[src/rtl/bwq_pkg.sv]
// Package for the wait queue with random wakeup: operation and status codes,
// default sizes and the cell control struct. No dependencies.
package bwq_pkg;
   localparam int unsigned DefDepth     = 16;
   localparam int unsigned DefProcBits  = 8;
   localparam int unsigned DefBlockBits = 10;

   localparam logic [2:0] OP_INSERT = 3'd0;
   localparam logic [2:0] OP_REMOVE = 3'd1;
   localparam logic [2:0] OP_SEARCH = 3'd2;
   localparam logic [2:0] OP_COUNT  = 3'd3;
   localparam logic [2:0] OP_WAKEUP = 3'd4;

   localparam logic [1:0] ST_OK   = 2'd0;
   localparam logic [1:0] ST_MISS = 2'd1;
   localparam logic [1:0] ST_FULL = 2'd2;

   // Control that the sequencer sends along the row of cells.
   typedef struct packed {
      logic shift;   // every cell at or after the drop point takes its right neighbour
      logic load;    // the tail cell takes the new entry
   } cell_ctl_type;
endpackage

[src/rtl/bwq_cell.sv]
// One entry cell of the wait queue: holds a process and a block, takes its right
// neighbour's contents when the row closes a gap, and takes the new entry at the tail. Uses bwq_pkg.
module bwq_cell #(
   parameter int unsigned PROC_BITS  = bwq_pkg::DefProcBits,
   parameter int unsigned BLOCK_BITS = bwq_pkg::DefBlockBits
) (
   input  logic                    clock,
   input  bwq_pkg::cell_ctl_type   ctl,
   input  logic                    at_drop,   // this cell is at or after the drop point
   input  logic                    at_tail,   // this cell is the first free slot
   input  logic [PROC_BITS-1:0]    next_proc,
   input  logic [BLOCK_BITS-1:0]   next_block,
   input  logic [PROC_BITS-1:0]    new_proc,
   input  logic [BLOCK_BITS-1:0]   new_block,
   output logic [PROC_BITS-1:0]    proc_q,
   output logic [BLOCK_BITS-1:0]   block_q
);
   logic [PROC_BITS-1:0]  proc_ff, proc_in;
   logic [BLOCK_BITS-1:0] block_ff, block_in;

   always_comb begin
      proc_in  = proc_ff;
      block_in = block_ff;
      if (ctl.shift && at_drop) begin
         proc_in  = next_proc;
         block_in = next_block;
      end else if (ctl.load && at_tail) begin
         proc_in  = new_proc;
         block_in = new_block;
      end
   end

   always_ff @(posedge clock) begin
      proc_ff  <= proc_in;
      block_ff <= block_in;
   end

   assign proc_q  = proc_ff;
   assign block_q = block_ff;
endmodule

[src/rtl/block_wait_queue_random_wakeup.sv]
// Wait queue of (process, block) entries kept in arrival order, with wakeup
// of a randomly chosen waiter on a block.
// A request is taken when start is high and busy is low; busy then stays high
// until the response. The response shows on the rsp_ ports for one cycle,
// marked by rsp_valid; the receiver cannot hold it off.
// Insert and count go straight to the done state. Remove and search walk the row
// one cell per cycle. Wakeup walks the row once to count matches, reduces pick
// modulo the count one quotient bit per cycle, walks again to find the chosen
// entry and then closes the gap in a single shift of the cell row. One request
// at a time; the scan counter and the serial remainder unit step these walks.
// Reset clears the occupancy and the sequencer; the entry cells are not
// cleared, and only cells below the occupancy are ever read.
// The response occupancy is the count after the request.
module block_wait_queue_random_wakeup #(
   parameter int unsigned DEPTH      = bwq_pkg::DefDepth,
   parameter int unsigned PROC_BITS  = bwq_pkg::DefProcBits,
   parameter int unsigned BLOCK_BITS = bwq_pkg::DefBlockBits
) (
   input  logic                   clock,
   input  logic                   reset,
   input  logic                   start,
   output logic                   busy,
   input  logic [2:0]             req_op,
   input  logic [PROC_BITS-1:0]   req_proc_id,
   input  logic [BLOCK_BITS-1:0]  req_block_id,
   input  logic [15:0]            req_pick,
   output logic                   rsp_valid,
   output logic [1:0]             rsp_status,
   output logic [PROC_BITS-1:0]   rsp_proc_out,
   output logic [BLOCK_BITS-1:0]  rsp_block_out,
   output logic [$clog2(DEPTH+1)-1:0] rsp_occupancy
);
   localparam int unsigned CW = $clog2(DEPTH+1);
   localparam int unsigned IW = $clog2(DEPTH);

   localparam logic [2:0] S_IDLE = 3'd0;
   localparam logic [2:0] S_SCAN = 3'd1;   // search/remove walk, or wakeup counting walk
   localparam logic [2:0] S_MOD  = 3'd2;
   localparam logic [2:0] S_PICK = 3'd3;   // wakeup walk to the chosen match
   localparam logic [2:0] S_DONE = 3'd4;

   logic [2:0]            state_ff, state_in;
   logic [2:0]            op_ff, op_in;
   logic [PROC_BITS-1:0]  p_ff, p_in;
   logic [BLOCK_BITS-1:0] b_ff, b_in;
   logic [15:0]           pick_ff, pick_in;
   logic [CW-1:0]         cnt_ff, cnt_in;
   logic [CW-1:0]         idx_ff, idx_in;
   logic [CW-1:0]         match_ff, match_in;
   logic [CW-1:0]         rem_ff, rem_in;
   logic [4:0]            bit_ff, bit_in;
   logic [IW-1:0]         drop_ff, drop_in;
   logic                  valid_ff, valid_in;
   logic [1:0]            st_ff, st_in;
   logic [PROC_BITS-1:0]  po_ff, po_in;
   logic [BLOCK_BITS-1:0] bo_ff, bo_in;
   bwq_pkg::cell_ctl_type ctl;

   logic [PROC_BITS-1:0]  cp [DEPTH];
   logic [BLOCK_BITS-1:0] cb [DEPTH];
   logic [PROC_BITS-1:0]  cur_p;
   logic [BLOCK_BITS-1:0] cur_b;
   logic [CW:0]           rem_sh;

   assign cur_p = cp[idx_ff[IW-1:0]];
   assign cur_b = cb[idx_ff[IW-1:0]];

   genvar g;
   generate
      for (g = 0; g < DEPTH; g++) begin : g_cell
         logic [PROC_BITS-1:0]  np;
         logic [BLOCK_BITS-1:0] nb;
         if (g == DEPTH-1) begin : g_last
            assign np = cp[g];
            assign nb = cb[g];
         end else begin : g_mid
            assign np = cp[g+1];
            assign nb = cb[g+1];
         end
         bwq_cell #(.PROC_BITS(PROC_BITS), .BLOCK_BITS(BLOCK_BITS)) u_cell (
            .clock     (clock),
            .ctl       (ctl),
            .at_drop   (IW'(g) >= drop_ff),
            .at_tail   (CW'(g) == cnt_ff),
            .next_proc (np),
            .next_block(nb),
            .new_proc  (p_ff),
            .new_block (b_ff),
            .proc_q    (cp[g]),
            .block_q   (cb[g])
         );
      end
   endgenerate

   // Restoring remainder step: one quotient bit of pick per cycle.
   assign rem_sh = {rem_ff, pick_ff[bit_ff[3:0]]};

   always_comb begin
      state_in = state_ff;  op_in = op_ff;  p_in = p_ff;  b_in = b_ff;
      pick_in = pick_ff;    cnt_in = cnt_ff; idx_in = idx_ff;
      match_in = match_ff;  rem_in = rem_ff; bit_in = bit_ff;
      drop_in = drop_ff;    valid_in = 1'b0;
      st_in = st_ff;        po_in = po_ff;   bo_in = bo_ff;
      ctl = '0;
      case (state_ff)
         S_IDLE: begin
            if (start) begin
               op_in = req_op;  p_in = req_proc_id;
               b_in = req_block_id;  pick_in = req_pick;
               idx_in = '0;  match_in = '0;
               st_in = bwq_pkg::ST_OK;  po_in = '0;  bo_in = '0;
               if (req_op == bwq_pkg::OP_REMOVE || req_op == bwq_pkg::OP_SEARCH ||
                   req_op == bwq_pkg::OP_WAKEUP)
                  state_in = S_SCAN;
               else
                  state_in = S_DONE;
               if (req_op == bwq_pkg::OP_INSERT && cnt_ff >= CW'(DEPTH))
                  st_in = bwq_pkg::ST_FULL;
            end
         end
         S_SCAN: begin
            if (idx_ff >= cnt_ff) begin
               if (op_ff == bwq_pkg::OP_WAKEUP && match_ff != '0) begin
                  state_in = S_MOD;  rem_in = '0;  bit_in = 5'd15;
               end else begin
                  st_in = bwq_pkg::ST_MISS;  state_in = S_DONE;
               end
            end else if (op_ff == bwq_pkg::OP_WAKEUP) begin
               if (cur_b == b_ff) match_in = match_ff + 1'b1;
               idx_in = idx_ff + 1'b1;
            end else if (cur_p == p_ff) begin
               if (op_ff == bwq_pkg::OP_SEARCH) bo_in = cur_b;
               else drop_in = idx_ff[IW-1:0];
               state_in = S_DONE;
            end else begin
               idx_in = idx_ff + 1'b1;
            end
         end
         S_MOD: begin
            if (rem_sh >= {1'b0, match_ff}) rem_in = CW'(rem_sh - {1'b0, match_ff});
            else rem_in = rem_sh[CW-1:0];
            bit_in = bit_ff - 1'b1;
            if (bit_ff == 5'd0) begin
               state_in = S_PICK;  idx_in = '0;
            end
         end
         S_PICK: begin
            if (cur_b == b_ff) begin
               if (rem_ff == '0) begin
                  po_in = cur_p;  bo_in = cur_b;
                  drop_in = idx_ff[IW-1:0];  state_in = S_DONE;
               end else begin
                  rem_in = rem_ff - 1'b1;
               end
            end
            idx_in = idx_ff + 1'b1;
         end
         S_DONE: begin
            // Queue updates happen here so the drop point register is settled.
            if (op_ff == bwq_pkg::OP_INSERT && st_ff == bwq_pkg::ST_OK) begin
               ctl.load = 1'b1;  cnt_in = cnt_ff + 1'b1;
            end else if (st_ff == bwq_pkg::ST_OK &&
                         (op_ff == bwq_pkg::OP_REMOVE || op_ff == bwq_pkg::OP_WAKEUP)) begin
               ctl.shift = 1'b1;  cnt_in = cnt_ff - 1'b1;
            end
            valid_in = 1'b1;  state_in = S_IDLE;
         end
         default: state_in = S_IDLE;
      endcase
   end

   always_ff @(posedge clock) begin
      if (reset) begin
         state_ff <= S_IDLE;  cnt_ff <= '0;  valid_ff <= 1'b0;
      end else begin
         state_ff <= state_in;  cnt_ff <= cnt_in;  valid_ff <= valid_in;
      end
      op_ff <= op_in;  p_ff <= p_in;  b_ff <= b_in;  pick_ff <= pick_in;
      idx_ff <= idx_in;  match_ff <= match_in;  rem_ff <= rem_in;
      bit_ff <= bit_in;  drop_ff <= drop_in;
      st_ff <= st_in;  po_ff <= po_in;  bo_ff <= bo_in;
   end

   assign busy          = (state_ff != S_IDLE);
   assign rsp_valid     = valid_ff;
   assign rsp_status    = st_ff;
   assign rsp_proc_out  = po_ff;
   assign rsp_block_out = bo_ff;
   assign rsp_occupancy = cnt_ff;

   a_cnt_range: assert property (@(posedge clock) disable iff (reset)
      cnt_ff <= CW'(DEPTH)) else $error("occupancy beyond depth");
   a_rsp_idle: assert property (@(posedge clock) disable iff (reset)
      rsp_valid |-> !busy) else $error("response while busy");
   a_mod_bound: assert property (@(posedge clock) disable iff (reset)
      (state_ff == S_PICK) |-> (rem_ff < match_ff)) else $error("pick beyond matches");
endmodule
[config.mk]
export PLATFORM = sky130hd
export DESIGN_NAME = block_wait_queue_random_wakeup
export DESIGN_NICKNAME = d
export VERILOG_FILES = /design/src/rtl/bwq_pkg.sv /design/src/rtl/bwq_cell.sv /design/src/rtl/block_wait_queue_random_wakeup.sv
export SDC_FILE = /design/constraint.sdc
export NUM_CORES = 1
export LEC_CHECK = 0
export BUFFER_PORTS_ARGS = -buffer_cell sky130_fd_sc_hd__buf_2
export CAP_MARGIN = 20
export CORE_UTILIZATION = 55
export DETAILED_ROUTE_END_ITERATION = 10
export GPL_TIMING_DRIVEN = 0
export PLACE_DENSITY_LB_ADDON = 0.3
export SYNTH_ARGS = -nofsm -noshare
export SYNTH_HDL_FRONTEND = slang
export SYNTH_SLANG_ARGS = --single-unit
[constraint.sdc]
create_clock -name clock -period 4.64 [get_ports clock]
set_input_delay 0.696 -clock clock [delete_from_list [all_inputs] [get_ports clock]]
set_output_delay 0.696 -clock clock [all_outputs]
set_load 0.005 [all_outputs]
==> results of run 1 <==
[registers in the layout, summed over array words and instances, names as in the netlist]
signal                 count
b_ff                      10
rsp_valid                  1
rsp_status                 2
bit_ff                     5
op_ff                      3
rsp_block_out             10
rem_ff                     5
drop_ff                    4
state_ff                   3
rsp_proc_out               8
idx_ff                     5
g_cell.u_cell.proc_q     128
g_cell.u_cell.block_q    160
p_ff                       8
rsp_occupancy              5
pick_ff                   16
match_ff                   5
[final cells by class]
cell class / count / area share (%)
Clock inverter: 24 / 0.972
Inverter: 25 / 0.424
Sequential cell: 378 / 50.9
Multi-Input combinational cell: 844 / 34.6
Clock buffer: 50 / 4.98
Tap cell: 455 / 2.57
Buffer: 101 / 2.42
Timing Repair Buffer: 87 / 3.12
[cell usage in the layout (no fill, tap or decap), types with 27 or more instances in the layout]
cell type                     n
sky130_fd_sc_hd__edfxtp_1   369
sky130_fd_sc_hd__mux2_2     255
sky130_fd_sc_hd__nand2_1     97
sky130_fd_sc_hd__mux2i_1     75
sky130_fd_sc_hd__buf_2       74
sky130_fd_sc_hd__nor2_1      65
sky130_fd_sc_hd__clkbuf_1    63
sky130_fd_sc_hd__clkbuf_16   43
sky130_fd_sc_hd__mux4_2      37
sky130_fd_sc_hd__o21ai_0     27
[stage by stage]
stage	std cells	util (%)	hold WS, ns
after floorplan	1348	-	0.424
after global placement	1868	58.7	0.426
after detailed placement	1890	60.0	0.436
after CTS	1964	63.8	0.309
after global routing	1964	63.8	0.311
final	1964	63.8	0.322
[power breakdown]
part	internal, W	switching, W
clock	0.00191	0.00136
combinational	0.00203	0.00311
sequential	0.00440	0.000219
total	0.00834	0.00470
[worst min-delay path by stage]
stage | start | to | depth (start not counted)
CTS | req_proc_id[2] | p_ff[2] | 1
global placement | b_ff[5] | g_cell[15].u_cell.block_q[5] | 0
global route | req_proc_id[5] | p_ff[5] | 1
floorplan | p_ff[3] | g_cell[15].u_cell.proc_q[3] | 0
detailed placement | b_ff[7] | g_cell[15].u_cell.block_q[7] | 0
finish | req_proc_id[7] | p_ff[7] | 1
[worst register-to-register path, delay by kind of cell, from the launching register on]
family / cells / cell delay [ns]
AO/OA/AOI/OAI: 3 / 1.79
XOR/XNOR: 1 / 0.14
buffers and inverters: 3 / 1.05
flip-flops: 1 / 0.69
multiplexers: 1 / 0.13
AND/OR/NAND/NOR: 2 / 0.37
[what timing repair did]
action / in CTS / in global routing
endpoints found under the hold margin: 0 / 0
resized for setup: 0 / 1
setup endpoints to repair: 0 / 5
hold buffers: 0 / 0
[layer usage]
| layer | GRT usage [%] | vias up | share of wire [%] |
|---|---|---|---|
| met5 | 0 | - | 0 |
| met4 | 13.4 | 0 | 4.4 |
| met3 | 6.02 | 155 | 10 |
| met2 | 49.4 | 830 | 46 |
| met1 | 44.5 | 6420 | 39 |
| li1 | - | 5469 | - |
[kinds of logic (layout without fill, tap and decap cells)]
family                     after synthesis  count (layout)
adders and majority gates               22              22
DFF                                    378             378
xor gates and xnor gates                41              41
and+or+nand+nor                        249             249
buffers and inverters                  126             287
AOI/OAI and AO/OA                      153             153
muxes                                  379             379
==> impl_metrics.prom, run 1 <==
# TYPE chip_impl_metric gauge
chip_impl_metric{name="route.antenna.remaining_nets",unit=""} 0
chip_impl_metric{name="design.die.area",unit="um2"} 36200
chip_impl_metric{name="finalClockSkew",unit="ns"} 0.0229
chip_impl_metric{name="via_count_of_the_first_global_routing_pass",unit=""} 12600
chip_impl_metric{name="post_synth_edffs",unit=""} 369
chip_impl_metric{name="viasPerCell",unit=""} 6.55
chip_impl_info{name="cts.root.buffer_cell",value="sky130_fd_sc_hd__clkbuf_16"} 1
chip_impl_info{name="crit-reg2reg-launch",value="idx_ff[1]"} 1
chip_impl_metric{name="r2r_setup_slack",unit="ns"} 0.09
chip_impl_metric{name="final-max-slew-violation-count",unit=""} 0
chip_impl_metric{name="post_synth_simple_gate_area",unit="%"} 5.96
chip_impl_info{name="critPathLaunchType",value="flop"} 1
chip_impl_metric{name="initial_antenna_violation_count",unit=""} 0
chip_impl_metric{name="final_critical_path_share_of_the_clock_period",unit="%"} 98.1
chip_impl_metric{name="syn_nets",unit=""} 1410
chip_impl_metric{name="worst-path-stages",unit=""} 10
chip_impl_metric{name="postCtsSetupRepairBufs",unit=""} 0
chip_impl_metric{name="post-layout-total-power",unit="W"} 0.0130
chip_impl_metric{name="dr.first_iter.drc_count",unit=""} 1533
chip_impl_info{name="cell_with_the_most_instances_after_synthesis",value="sky130_fd_sc_hd__edfxtp_1"} 1
chip_impl_metric{name="starting_density",unit="%"} 56.2
chip_impl_metric{name="synthArstFlopShare",unit="%"} 0
chip_impl_metric{name="power.density_cell_area",unit="nW/um2"} 589
chip_impl_info{name="most_used_dff_post_synth",value="sky130_fd_sc_hd__edfxtp_1"} 1
chip_impl_metric{name="nNetsFinal",unit=""} 1541
chip_impl_metric{name="wirelength",unit="um"} 56900
chip_impl_metric{name="die_y",unit="um"} 190
chip_impl_metric{name="via_count",unit=""} 12900
chip_impl_metric{name="worstPathArrival",unit="ns"} 4.72
chip_impl_metric{name="synth_compound_gate_area_share",unit="%"} 5.31
chip_impl_info{name="r2r-end",value="match_ff[2]"} 1
chip_impl_metric{name="max_cap_viol_count",unit=""} 0
chip_impl_metric{name="post-dp-hpwl",unit="um"} 41100
chip_impl_info{name="cp-startpoint",value="idx_ff[1]"} 1
chip_impl_metric{name="synthXorXnorAreaFrac",unit="%"} 1.84
chip_impl_metric{name="area_growth",unit="%"} 13.6
chip_impl_metric{name="sequential_area_share_after_synthesis",unit="%"} 57.8
chip_impl_metric{name="report.final.hold_viol_count",unit=""} 0
chip_impl_metric{name="rows",unit=""} 68
chip_impl_metric{name="cts.htree.levels",unit=""} 2
chip_impl_metric{name="clock_tree.buffer_depth",unit=""} 3
chip_impl_info{name="rsz0062_at_grt",value="no"} 1
chip_impl_metric{name="final_critical_path_setup_slack",unit="ns"} 0.0884
chip_impl_metric{name="yosys_register_bits",unit=""} 378
chip_impl_metric{name="setup-tns-final",unit="ns"} 0
chip_impl_metric{name="cts_num_sinks",unit=""} 378
chip_impl_info{name="tritoncts_clock_tree",value="built"} 1
chip_impl_metric{name="post_synth.cell_area_avg",unit="um2"} 14.5
chip_impl_metric{name="vdd_ir_drop_max",unit="mV"} 0.464
chip_impl_metric{name="grtUsageTotal",unit="%"} 31.9
chip_impl_metric{name="grt.overflow.total",unit=""} 0
chip_impl_metric{name="synth_mux_area_share",unit="%"} 24.4
chip_impl_metric{name="yosys.area.top_type_share",unit="%"} 56.8
chip_impl_info{name="setup.worst_path.class",value="reg -> reg"} 1
chip_impl_metric{name="ff_latch_area",unit="um2"} 11300
chip_impl_metric{name="crit_buf_inv",unit=""} 3
chip_impl_metric{name="clkLatencyLatePin",unit="ns"} 0.56
chip_impl_metric{name="synthesis.area",unit="um2"} 19500
chip_impl_metric{name="multi_input_comb_area",unit="um2"} 7670
chip_impl_metric{name="detailedPlace.worstSlack",unit="ns"} 0.123
chip_impl_metric{name="crit_path_max_fanout",unit=""} 10
chip_impl_metric{name="placed_cell_area",unit="um2"} 20800
chip_impl_metric{name="leakagePower",unit="nW"} 7.74
chip_impl_info{name="synth_top_family_by_area",value="multiplexers"} 1
chip_impl_metric{name="worst_slew_margin_rel",unit="%"} 30.0
chip_impl_metric{name="numPortBuffers",unit=""} 65
chip_impl_info{name="critical_path.endpoint",value="match_ff[2]"} 1
chip_impl_metric{name="place_congestion",unit=""} 0.983
chip_impl_metric{name="ant_cells",unit=""} 0
chip_impl_info{name="yosysTopAreaCell",value="sky130_fd_sc_hd__edfxtp_1"} 1
chip_impl_metric{name="ys_warn_count",unit=""} 0
chip_impl_metric{name="finalWorstPathRequiredPeriod",unit="ns"} 4.55
chip_impl_metric{name="synthAdderAreaFrac",unit="%"} 1.45
chip_impl_metric{name="delay_of_the_slowest_cell_on_the_worst_path",unit="ns"} 0.75
chip_impl_metric{name="number_of_cell_instances_on_the_worst_register_to_register_path",unit=""} 10
chip_impl_metric{name="numCtsBuffers",unit=""} 42
chip_impl_metric{name="ios",unit=""} 67
chip_impl_info{name="endpoint_kind",value="flop"} 1
chip_impl_metric{name="core_area",unit="um2"} 34700
chip_impl_info{name="hold_path_class",value="in -> reg"} 1
chip_impl_metric{name="worstPathRequired",unit="ns"} 4.81
chip_impl_metric{name="worst_slew_pin_tran",unit="ns"} 1.04
chip_impl_metric{name="fp.dieW",unit="um"} 190
chip_impl_metric{name="synthCells",unit=""} 1348
chip_impl_metric{name="drive_gt1_share",unit="%"} 33.1
chip_impl_info{name="worst_path_max_delay_cell",value="sky130_fd_sc_hd__a221oi_1"} 1
chip_impl_metric{name="drt_pre_antenna_iters",unit=""} 6
chip_impl_info{name="critical_path.most_common_cell",value="sky130_fd_sc_hd__buf_4"} 1
chip_impl_metric{name="worst_setup_hold_path_clk_slew",unit="ns"} 0.06
chip_impl_metric{name="stdcell_area",unit="um2"} 22100
chip_impl_info{name="outcome",value="finished clean"} 1
chip_impl_metric{name="maxClockFrequency",unit="GHz"} 0.220
chip_impl_metric{name="report.final.setup_viol",unit=""} 0
chip_impl_metric{name="grt_start_max_net_pins",unit=""} 38
chip_impl_metric{name="route.detailed.drc",unit=""} 0
chip_impl_info{name="yosys-top-cells-area",value="sky130_fd_sc_hd__edfxtp_1, sky130_fd_sc_hd__mux2_2, sky130_fd_sc_hd__mux4_2"} 1
chip_impl_info{name="critPathTopFamily",value="compound AO/OA/AOI/OAI gates"} 1
chip_impl_metric{name="synth.distinct_cells",unit=""} 77
chip_impl_info{name="crit_chain",value="buf_6 -> buf_4 -> buf_4 -> mux2i_1 -> a221oi_1 -> xor2_1 -> a22oi_1 -> and4_1 -> nand3_1 -> a21boi_0"} 1
chip_impl_info{name="yosys-top-cells-count",value="sky130_fd_sc_hd__edfxtp_1, sky130_fd_sc_hd__mux2_2, sky130_fd_sc_hd__nand2_1, sky130_fd_sc_hd__mux2i_1, sky130_fd_sc_hd__nor2_1"} 1
chip_impl_metric{name="wl_per_cell",unit="um"} 29.0
chip_impl_metric{name="fillCellCount",unit=""} 2607
chip_impl_metric{name="grt_first_pass_wirelength",unit="um"} 83300
Note: power is estimated with default switching activity, not from simulation.
==> run 2, diff against run 1 <==
Settings changed: CELL_PAD_IN_SITES_DETAIL_PLACEMENT set to 2, CELL_PAD_IN_SITES_GLOBAL_PLACEMENT set to 2, CORE_MARGIN set to 4, CORE_UTILIZATION 55 to 46.
==> run 2 against run 1 <==
Cell area rose by 0.16%. Routed wire length rose by 25%. Critical path depth did not move. Sequential share of layout area fell by 0.080 points. Global-route usage fell by 0.80 points. Count of clock-buffer cells in the layout fell by 2. Worst setup slack improved by 0.050 ns. Die area rose by 26%. Maximum frequency rose by 1.1%. Power rose by 2.6%. Utilization fell by 11 points. Combinational power rose by 6.4%. Critical path type unchanged.
==> impl_metrics.prom, run 2 (synthesis gave the netlist of run 1 again) <==
# TYPE chip_impl_metric gauge
chip_impl_info{name="outcome",value="finished clean"} 1
chip_impl_metric{name="drive_gt1_share",unit="%"} 33.8
chip_impl_metric{name="report.final.setup_viol",unit=""} 0
chip_impl_info{name="critPathTopFamily",value="compound AO/OA/AOI/OAI gates"} 1
chip_impl_metric{name="leakagePower",unit="nW"} 7.70
chip_impl_metric{name="grt_start_max_net_pins",unit=""} 38
chip_impl_metric{name="multi_input_comb_area",unit="um2"} 7730
chip_impl_info{name="tritoncts_clock_tree",value="built"} 1
chip_impl_metric{name="largest_reg_flops",unit=""} 160
chip_impl_info{name="hold_path_class",value="in -> reg"} 1
chip_impl_info{name="cts.root.buffer_cell",value="sky130_fd_sc_hd__clkbuf_16"} 1
chip_impl_metric{name="grtUsageTotal",unit="%"} 31.1
chip_impl_metric{name="route.antenna.remaining_nets",unit=""} 0
chip_impl_metric{name="setup-tns-final",unit="ns"} 0
chip_impl_metric{name="max_cap_viol_count",unit=""} 0
chip_impl_metric{name="finalWorstPathRequiredPeriod",unit="ns"} 4.50
chip_impl_metric{name="crit_path_max_fanout",unit=""} 10
chip_impl_metric{name="worstPathRequired",unit="ns"} 4.90
chip_impl_info{name="most_frequent_cells_in_the_layout",value="sky130_fd_sc_hd__edfxtp_1, sky130_fd_sc_hd__mux2_2, sky130_fd_sc_hd__nand2_1"} 1
chip_impl_metric{name="fp.dieW",unit="um"} 214
chip_impl_metric{name="initial_antenna_violation_count",unit=""} 0
chip_impl_metric{name="area_growth",unit="%"} 13.7
chip_impl_metric{name="fin_util",unit="%"} 52.9
chip_impl_metric{name="post-dp-hpwl",unit="um"} 51100
chip_impl_metric{name="power.density_cell_area",unit="nW/um2"} 603
chip_impl_metric{name="clkLatencyLatePin",unit="ns"} 0.61
chip_impl_info{name="critical_path.most_common_cell",value="sky130_fd_sc_hd__buf_4"} 1
chip_impl_metric{name="place_congestion",unit=""} 0.874
chip_impl_metric{name="route.detailed.drc",unit=""} 0
chip_impl_metric{name="finalClockSkew",unit="ns"} 0.0274
chip_impl_metric{name="vdd_ir_drop_max",unit="mV"} 0.312
chip_impl_metric{name="r2r_setup_slack",unit="ns"} 0.14
chip_impl_info{name="worst_path_max_delay_cell",value="sky130_fd_sc_hd__edfxtp_1"} 1
chip_impl_metric{name="wl_per_cell",unit="um"} 34.9
chip_impl_metric{name="worst_slew_margin_rel",unit="%"} 27.9
chip_impl_info{name="setup.worst_path.class",value="reg -> reg"} 1
chip_impl_metric{name="worstPathArrival",unit="ns"} 4.76
chip_impl_metric{name="die_y",unit="um"} 214
chip_impl_metric{name="via_count",unit=""} 13200
chip_impl_metric{name="maxClockFrequency",unit="GHz"} 0.222
chip_impl_metric{name="numCtsBuffers",unit=""} 42
chip_impl_metric{name="final-max-slew-violation-count",unit=""} 0
chip_impl_metric{name="ant_cells",unit=""} 0
chip_impl_metric{name="drt_pre_antenna_iters",unit=""} 5
chip_impl_metric{name="core_area",unit="um2"} 41900
chip_impl_metric{name="viasPerCell",unit=""} 6.47
chip_impl_metric{name="nNetsFinal",unit=""} 1538
chip_impl_metric{name="grt.overflow.total",unit=""} 0
chip_impl_metric{name="cts_num_sinks",unit=""} 378
chip_impl_metric{name="via_count_of_the_first_global_routing_pass",unit=""} 14500
chip_impl_metric{name="clock_tree.buffer_depth",unit=""} 3
chip_impl_metric{name="ios",unit=""} 67
chip_impl_metric{name="fillCellCount",unit=""} 3855
chip_impl_info{name="crit_chain",value="buf_6 -> buf_4 -> buf_4 -> mux2i_1 -> a22oi_1 -> a21oi_1 -> nor3b_1 -> nand4_1 -> nor4b_4 -> o221a_2"} 1
chip_impl_metric{name="delay_of_the_slowest_cell_on_the_worst_path",unit="ns"} 0.74
chip_impl_metric{name="ff_latch_area",unit="um2"} 11300
chip_impl_metric{name="wirelength",unit="um"} 71300
chip_impl_info{name="endpoint_kind",value="flop"} 1
chip_impl_metric{name="dr.first_iter.drc_count",unit=""} 1336
chip_impl_metric{name="crit_buf_inv",unit=""} 3
chip_impl_info{name="rsz0062_at_grt",value="no"} 1
chip_impl_metric{name="worst_setup_hold_path_clk_slew",unit="ns"} 0.06
chip_impl_metric{name="cts.htree.levels",unit=""} 2
chip_impl_metric{name="starting_density",unit="%"} 46.5
chip_impl_metric{name="report.final.hold_viol_count",unit=""} 0
chip_impl_metric{name="final_critical_path_share_of_the_clock_period",unit="%"} 97.0
chip_impl_metric{name="design.die.area",unit="um2"} 45700
chip_impl_info{name="final_common_cell",value="sky130_fd_sc_hd__edfxtp_1"} 1
chip_impl_info{name="critPathLaunchType",value="flop"} 1
chip_impl_metric{name="grt_first_pass_wirelength",unit="um"} 103000
chip_impl_metric{name="rows",unit=""} 75
chip_impl_metric{name="numPortBuffers",unit=""} 65
chip_impl_metric{name="worst_slew_pin_tran",unit="ns"} 1.08
==> run 2: per-layer routing <==
layer,global-route usage [%],vias up,part of all wire [%]
li1,-,5457,-
met1,39.3,6975,38
met2,52.5,641,49
met3,5.43,175,7.1
met4,14.6,0,5.1
met5,0,-,0
==> run 2: stage by stage <==
stage	std cells	power (W)	area, um2	hold WS, ns	setup slack (ns)
6_report	2047	0.0134	22200	0.267	0.138
5_1_grt	2047	0.0139	22200	0.260	0.0281
4_1_cts	2047	0.0133	22200	0.243	0.0555
3_5_place_dp	1971	0.00998	20800	0.434	-0.147
3_3_place_gp	1952	0.00964	20500	0.427	-0.835
2_1_floorplan	1348	0.00795	19500	0.424	1.05
==> run 2: path summary, 6_finish.rpt <==
path,to,depth (start not counted),start
worst min-delay path,b_ff[8],1,req_block_id[8]
worst min register to register,g_cell[15].u_cell.proc_q[6],0,p_ff[6]
worst max-delay path,rsp_block_out[0],10,idx_ff[1]
worst max register to register,rsp_block_out[0],10,idx_ff[1]
==> run 2: what timing repair did <==
action                                  CTS  global route
gates resized for setup                   6             4
hold buffers                              0             0
endpoints found under the hold margin     0             0
buffers inserted                          0             0
endpoints found under the setup margin   27            29
==> run 2: power breakdown <==
group	internal [W]	switching, W
clock	0.00174	0.00149
combinational	0.00204	0.00343
sequential	0.00440	0.000270
==> run 2: area by class of cell <==
class                      instances  share of cell area, %
tap                              539                   3.04
timing repair buffer              84                   2.68
multi-input combinational        844                   34.9
buffer                           101                   2.42
clock buffer                      48                   4.89
clock inverter                    28                  0.886
inverter                          25                  0.423
sequential                       378                   50.8
